===== config.mk =====
export PLATFORM = sky130hd
export DESIGN_NAME = fnv1a_content_hash_top
export DESIGN_NICKNAME = d
export VERILOG_FILES = /design/src/rtl/core/fch_pkg.sv /design/src/rtl/core/fnv1a_content_hash_top.sv /design/src/rtl/core/fch_fold.sv
export SDC_FILE = /design/constraint.sdc
export NUM_CORES = 2
export LEC_CHECK = 0
export BUFFER_PORTS_ARGS = -buffer_cell sky130_fd_sc_hd__buf_2
export CAP_MARGIN = 15
export CORE_MARGIN = 2
export CORE_UTILIZATION = 45
export CTS_BUF_LIST = sky130_fd_sc_hd__clkbuf_2
export DETAILED_ROUTE_END_ITERATION = 7
export SYNTH_ARGS = -nofsm -noshare
export SYNTH_HDL_FRONTEND = slang
export SYNTH_SLANG_ARGS = --single-unit

===== constraint.sdc =====
create_clock -name i_clk -period 10.7 [get_ports i_clk]
set_input_delay 0 -clock i_clk [delete_from_list [all_inputs] [get_ports i_clk]]
set_output_delay 0 -clock i_clk [all_outputs]
set_load 0.05 [all_outputs]

===== src/rtl/core/fch_pkg.sv =====
package fch_pkg;

    localparam logic [63:0] FNV_BASIS = 64'hcbf29ce484222325;

    // Register indexes on the configuration port
    localparam logic [2:0] CFG_WIDTH    = 3'd0;
    localparam logic [2:0] CFG_HEIGHT   = 3'd1;
    localparam logic [2:0] CFG_SRGB     = 3'd2;
    localparam logic [2:0] CFG_CHAN_A   = 3'd3;
    localparam logic [2:0] CFG_CHAN_B   = 3'd4;
    localparam logic [2:0] CFG_HDR_MODE = 3'd5;

    // Header byte positions walked by the prefix sequencer
    localparam logic [3:0] HDR_SRGB      = 4'd8;
    localparam logic [3:0] HDR_CHAN_A    = 4'd9;
    localparam logic [3:0] HDR_CHAN_B    = 4'd10;

    typedef logic [63:0] t_hash;

endpackage


===== src/rtl/core/fnv1a_content_hash_top.sv =====
// A word accepted waits in the input word register, then folds into the running hash; a
// message's hash is registered for output when its last word folds. Throughput: one byte
// per cycle unless a header is folding or a result is held; the fold is one XOR and a
// shift-add multiply. Reset: synchronous, active low; zeroes the configuration registers,
// then the prefix sequencer folds the 11 header bytes (9 in header mode 1) with tready
// low. Listed register writes restart it; a message in progress keeps its running hash.
module fnv1a_content_hash_top (
    input  logic        i_clk,
    input  logic        i_rst_n,
    // configuration write port
    input  logic        i_cfg_we,
    input  logic [2:0]  i_cfg_addr,
    input  logic [31:0] i_cfg_wdata,
    // slave side
    input  logic        i_s_axis_tvalid,
    output logic        o_s_axis_tready,
    input  logic [7:0]  i_s_axis_tdata,   // [7:0] data_byte
    input  logic        i_s_axis_tlast,   // last_byte
    // master side
    output logic        o_m_axis_tvalid,
    input  logic        i_m_axis_tready,
    output logic [63:0] o_m_axis_tdata    // [63:0] hash_value
);
    import fch_pkg::*;

    // configuration registers
    logic [31:0] r_width;
    logic [31:0] r_height;
    logic        r_srgb;
    logic [7:0]  r_chan_a;
    logic [7:0]  r_chan_b;
    logic        r_hdr_mode;

    // prefix sequencer
    logic        r_busy;
    logic [3:0]  r_seq_idx;
    t_hash       r_hdr_hash;
    t_hash       r_prefix;

    // input word register and running hash
    logic        r_in_valid;
    logic [7:0]  r_in_byte;
    logic        r_in_last;
    t_hash       r_run;
    logic        r_idle;

    // result register
    logic        r_out_valid;
    t_hash       r_out_hash;

    logic        cfg_hit;
    logic [7:0]  hdr_byte;
    logic [3:0]  hdr_last_idx;
    logic        seq_done;
    logic        advance;
    t_hash       fold_hash;
    t_hash       hdr_fold_hash;

    // A write to an index beyond the list changes nothing
    always_comb begin
        unique case (i_cfg_addr)
            CFG_WIDTH, CFG_HEIGHT, CFG_SRGB,
            CFG_CHAN_A, CFG_CHAN_B, CFG_HDR_MODE: cfg_hit = i_cfg_we;
            default:                              cfg_hit = 1'b0;
        endcase
    end

    always_ff @(posedge i_clk) begin
        if (!i_rst_n) begin
            r_width    <= '0;
            r_height   <= '0;
            r_srgb     <= 1'b0;
            r_chan_a   <= '0;
            r_chan_b   <= '0;
            r_hdr_mode <= 1'b0;
        end else if (i_cfg_we) begin
            unique case (i_cfg_addr)
                CFG_WIDTH:    r_width    <= i_cfg_wdata;
                CFG_HEIGHT:   r_height   <= i_cfg_wdata;
                CFG_SRGB:     r_srgb     <= i_cfg_wdata[0];
                CFG_CHAN_A:   r_chan_a   <= i_cfg_wdata[7:0];
                CFG_CHAN_B:   r_chan_b   <= i_cfg_wdata[7:0];
                CFG_HDR_MODE: r_hdr_mode <= i_cfg_wdata[0];
                default: ;
            endcase
        end
    end

    // Header byte under the sequencer: width and height little-endian, then
    // the sRGB byte, then the two channel bytes in channel mode
    always_comb begin
        case (r_seq_idx)
            4'd0:       hdr_byte = r_width[7:0];
            4'd1:       hdr_byte = r_width[15:8];
            4'd2:       hdr_byte = r_width[23:16];
            4'd3:       hdr_byte = r_width[31:24];
            4'd4:       hdr_byte = r_height[7:0];
            4'd5:       hdr_byte = r_height[15:8];
            4'd6:       hdr_byte = r_height[23:16];
            4'd7:       hdr_byte = r_height[31:24];
            HDR_SRGB:   hdr_byte = {7'd0, r_srgb};
            HDR_CHAN_A: hdr_byte = r_chan_a;
            HDR_CHAN_B: hdr_byte = r_chan_b;
            default:    hdr_byte = 8'd0;
        endcase
    end

    assign hdr_last_idx = r_hdr_mode ? HDR_SRGB : HDR_CHAN_B;
    assign seq_done     = r_busy && (r_seq_idx == hdr_last_idx);

    // Advance the input word into the hash unless it is a last word and the
    // result register is still held by the sink
    assign advance = r_in_valid && (!r_in_last || !r_out_valid || i_m_axis_tready);
    assign o_s_axis_tready = !r_busy && (!r_in_valid || advance);

    // Data bytes fold into the running hash; header bytes fold into their own
    // accumulator so a message in progress is left alone
    fch_fold u_fold (
        .i_hash (r_run),
        .i_byte (r_in_byte),
        .o_hash (fold_hash)
    );

    fch_fold u_hdr_fold (
        .i_hash (r_hdr_hash),
        .i_byte (hdr_byte),
        .o_hash (hdr_fold_hash)
    );

    always_ff @(posedge i_clk) begin
        if (!i_rst_n) begin
            r_busy    <= 1'b1;
            r_seq_idx <= '0;
        end else if (cfg_hit) begin
            r_busy    <= 1'b1;
            r_seq_idx <= '0;
        end else if (seq_done) begin
            r_busy    <= 1'b0;
        end else if (r_busy) begin
            r_seq_idx <= r_seq_idx + 4'd1;
        end
    end

    // Header accumulator: restart from the basis on a write, fold while busy
    always_ff @(posedge i_clk) begin
        if (!i_rst_n || cfg_hit) begin
            r_hdr_hash <= FNV_BASIS;
        end else if (r_busy) begin
            r_hdr_hash <= hdr_fold_hash;
        end
    end

    always_ff @(posedge i_clk) begin
        if (seq_done) begin
            r_prefix <= hdr_fold_hash;
        end
    end

    // Running hash: fold data and reload the prefix after a last word; between
    // messages, pick up a freshly folded prefix
    always_ff @(posedge i_clk) begin
        if (!i_rst_n) begin
            r_run <= FNV_BASIS;
        end else if (advance) begin
            r_run <= r_in_last ? r_prefix : fold_hash;
        end else if (seq_done && r_idle) begin
            r_run <= hdr_fold_hash;
        end
    end

    // Between messages until a word that is not last is folded
    always_ff @(posedge i_clk) begin
        if (!i_rst_n) begin
            r_idle <= 1'b1;
        end else if (advance) begin
            r_idle <= r_in_last;
        end
    end

    always_ff @(posedge i_clk) begin
        if (!i_rst_n) begin
            r_in_valid <= 1'b0;
        end else if (o_s_axis_tready) begin
            r_in_valid <= i_s_axis_tvalid;
        end
    end

    always_ff @(posedge i_clk) begin
        if (o_s_axis_tready && i_s_axis_tvalid) begin
            r_in_byte <= i_s_axis_tdata;
            r_in_last <= i_s_axis_tlast;
        end
    end

    // Hold the result until the sink takes it
    always_ff @(posedge i_clk) begin
        if (!i_rst_n) begin
            r_out_valid <= 1'b0;
        end else if (advance && r_in_last) begin
            r_out_valid <= 1'b1;
        end else if (i_m_axis_tready) begin
            r_out_valid <= 1'b0;
        end
    end

    always_ff @(posedge i_clk) begin
        if (advance && r_in_last) begin
            r_out_hash <= fold_hash;
        end
    end

    assign o_m_axis_tvalid = r_out_valid;
    assign o_m_axis_tdata  = r_out_hash;

`ifndef SYNTH
    a_busy_blocks_input: assert property (@(posedge i_clk) disable iff (!i_rst_n)
        r_busy |-> !o_s_axis_tready)
        else $error("input accepted while the header prefix is being folded");

    a_write_restarts: assert property (@(posedge i_clk) disable iff (!i_rst_n)
        cfg_hit |=> (r_busy && (r_seq_idx == 4'd0) && (r_hdr_hash == FNV_BASIS)))
        else $error("register write did not restart the prefix sequence");

    a_prefix_loaded: assert property (@(posedge i_clk) disable iff (!i_rst_n)
        (seq_done && !cfg_hit && r_idle && !advance) |=> (!r_busy && (r_run == r_prefix)))
        else $error("running hash not loaded with the prefix at sequence end");

    a_seq_in_range: assert property (@(posedge i_clk) disable iff (!i_rst_n)
        r_busy |-> (r_seq_idx <= hdr_last_idx))
        else $error("prefix sequencer ran past the last header byte");
`endif

endmodule


===== src/rtl/core/fch_fold.sv =====
module fch_fold (
    input  fch_pkg::t_hash i_hash,
    input  logic [7:0]     i_byte,
    output fch_pkg::t_hash o_hash
);
    import fch_pkg::*;

    t_hash x;

    // Multiply by the prime 2^40 + 0x1b3 as a shift-add, modulo 2^64
    assign x      = i_hash ^ {56'd0, i_byte};
    assign o_hash = (x << 40) + x + (x << 1) + (x << 4) + (x << 5) + (x << 7) + (x << 8);

endmodule


==> key figures <==
Logic synthesis
  – Most frequent cell after synthesis: inv_1
  – Post-synthesis cell count: between 3,000 and 4,000
  – Synth area leaders: fa_1, dfxtp_1, edfxtp_1, ha_1, inv_1
  – Syn Nets: 4,407
  – Yosys reg bits: 355
  – Distinct cells, synth: 99
  – EDFF count, synth: between 100 and 150
  – Mapped Area: roughly 35,000 sq um
  – Commonest cells in the synthesized netlist: inv_1, fa_1, nand2_1
  – Post-synthesis sequential area ratio: about 24%
  – Post-synth top flop: dfxtp_1
  – Cell type with the largest total area after synthesis: fa_1
  – Synth top area share: 28.5%
  – Ys Warns: 0
  – FFs w/ async S/R, synth: 0%
  – Mean Syn Cell Area: between 9 and 10 sq um

Timing
  – Endpoints failing setup: 0
  – Setup ws final: between 2 and 3 ns
  – Clock skew: 0.138 ns
  – Worst Tran Pin Value: ~0.9 ns
  – Max_slew headroom: roughly two fifths
  – Minimum clock period: slightly below 8 ns
  – Period utilization: 74.2%
  – Final Max Tran Viols: 0
  – WHS: 0.0764 ns
  – Final hold vios: 0
  – FMAX: between 0.1 and 0.15 GHz
  – Setup_tns: 0 ns
  – RSZ-0062 raised after global routing: false

Final layout
  – Area Overhead vs Synth: 10.8%
  – Layout cells sized above 1: 9.26%
  – Nets@finish: around 4,600
  – Post-Route Utilization: 50.1%

Critical path
  – CP Class: reg -> reg
  – CP Launch Type: flip-flop
  – Crit Path Max Fanout: 24
  – Req. time, crit path: around 12 ns
  – Crit path DAT: between 8 and 9 ns
  – CP endpoint kind: flip-flop

Floorplanning
  – Die height: approximately 280 microns
  – Ports: 115
  – Core ar.: roughly 77,000 sq um
  – Rows: between 100 and 150
  – Die width: 282 microns
  – Initial Util: between 40% and 50%
  – Die ar.: 79,700 sq um

Clock network
  – # hold bufs at CTS: 122
  – Clock Sink Count: roughly 360
  – H-tree depth: 3
  – Post-CTS setup buffer count: 0
  – Clock Tree Buf Depth: 3
  – Clock root buffer: clkbuf_2
  – CTS resizes: 0
  – Clk_lat worst skew: 1.23 ns
  – CTS tree: yes
  – CTS buffer count: 100
  – Clock-pin slew on the worst setup and hold paths: approximately 0.11 ns

Detailed routing
  – DRC: 0
  – WL per Instance: 19.8 microns
  – Vias per cell: 5.27
  – Initial DRC Count: 1,960
  – Drt total wl: roughly 99 mm
  – Via count: ~26,000
  – TritonRoute pass-1 iters: 6
  – Routed Antenna Nets: 0

GRT
  – Global-route wire length before repair: between 150 and 200 mm
  – Overflow after GRT: 0
  – Antenna violations before repair: 4
  – Vias in the first global route: 26,800
  – Largest net degree at the start of global routing: just over 90
  – Tot GR Track Use: between 20% and 30%

Place
  – GPL Wtd Cong: 0.926
  – Pre-CTS WS: 2.93 ns
  – I/O Buffers: 114
  – Hpwl dp: 77.4 mm

Hold path
  – Worst Hold Class: in -> reg

Status
  – Status: completed

Flow run
  – Max-cap violations: 0
registers in the layout, summed over array words and instances, names as in the netlist:
signal           count
r_hdr_hash          64
o_m_axis_tdata      64
r_idle               1
r_chan_a             8
r_seq_idx            4
r_chan_b             8
r_in_byte            8
r_height            32
r_in_valid           1
o_m_axis_tvalid      1
r_in_last            1
r_prefix            64
r_srgb               1
r_run               64
r_hdr_mode           1
r_width             32
r_busy               1
cell type report:
type / count / area (sq um)
Clock buffer: 149 / 746
Antenna cell: 7 / 17.5
Multi-Input combinational cell: 2434 / 23200
Timing Repair Buffer: 263 / 2000
Clock inverter: 40 / 225
Fill cell: 7325 / 38500
Tap cell: 1040 / 1300
Inverter: 702 / 2640
Sequential cell: 355 / 8480
worst max-delay path: stages (launching register included):
cell and delay, ns:
dfxtp_1 0.40, inv_1 0.11, ha_1 0.73, a22oi_1 0.20, nand2_1 0.11, a221oi_1 0.05, a21oi_1 0.16, o21ai_0 0.24
xnor2_1 0.44, clkinv_1 0.34, fa_1 0.56, fa_1 0.50, inv_1 0.05, ha_1 0.27, ha_1 0.27, ha_1 0.22
fa_1 0.46, a21oi_1 0.24, o211ai_1 0.13, a31oi_1 0.43, o41ai_2 0.18, o21ai_1 0.51, a21oi_1 0.16, o21a_1 0.21
or3_1 0.32, and2_1 0.19, a211o_1 0.28
worst paths after layout:
kind	from	endpoint	cells past startpoint	slack (ns)
setup / recovery	r_seq_idx[0]	r_hdr_hash[59]	26	2.76
hold / removal	i_rst_n	r_run[39]	4	0.08
setup reg to reg	r_seq_idx[0]	r_hdr_hash[59]	26	2.76
hold reg to reg	r_chan_a[6]	r_chan_a[6]	2	0.48
logic make-up after synthesis:
group / Yosys count / synth area share, %
AOI/OAI and AO/OA: 711 / 14.0
xor gates and xnor gates: 161 / 4.07
adders and majority gates: 716 / 36.4
buffers and inverters: 853 / 9.22
DFF: 355 / 24.3
muxes: 70 / 2.02
and+or+nand+nor: 776 / 10.0
stage by stage:
stage	instance area (sq um)	std cells
6_report	38600	4990
3_5_place_dp	36400	4672
4_1_cts	38600	4983
3_3_place_gp	36400	4672
5_1_grt	38600	4988
2_1_floorplan	34800	3642
metal layers:
layer | vias up | global-route usage, % | part of all wire [%]
met2 | 809 | 40.1 | 45
met1 | 13000 | 36.6 | 46
met5 | - | 0 | 0
met4 | 0 | 7.76 | 2.6
met3 | 133 | 3.92 | 6.3
li1 | 12400 | - | -
cells in the final DEF (no fill, tap or decap), types with 44 or more instances in the layout:
cell type      Yosys  layout
a21boi_0          90      90
a21o_1            57      56
a21oi_1          174     173
buf_2              8     113
clkbuf_2           1     149
dfxtp_1          218     217
dlygate4sd3_1      0     122
edfxtp_1         137     137
fa_1             496     496
ha_1             220     220
inv_1            700     699
mux2i_1           68      68
nand2_1          373     373
nand3_1           44      44
nor2_1           162     161
o21ai_0          115     115
xnor2_1          106     106
xor2_1            54      54
Power is not shown: default switching activity piles up to over one toggle a cycle in this logic, so the estimate is an artifact.
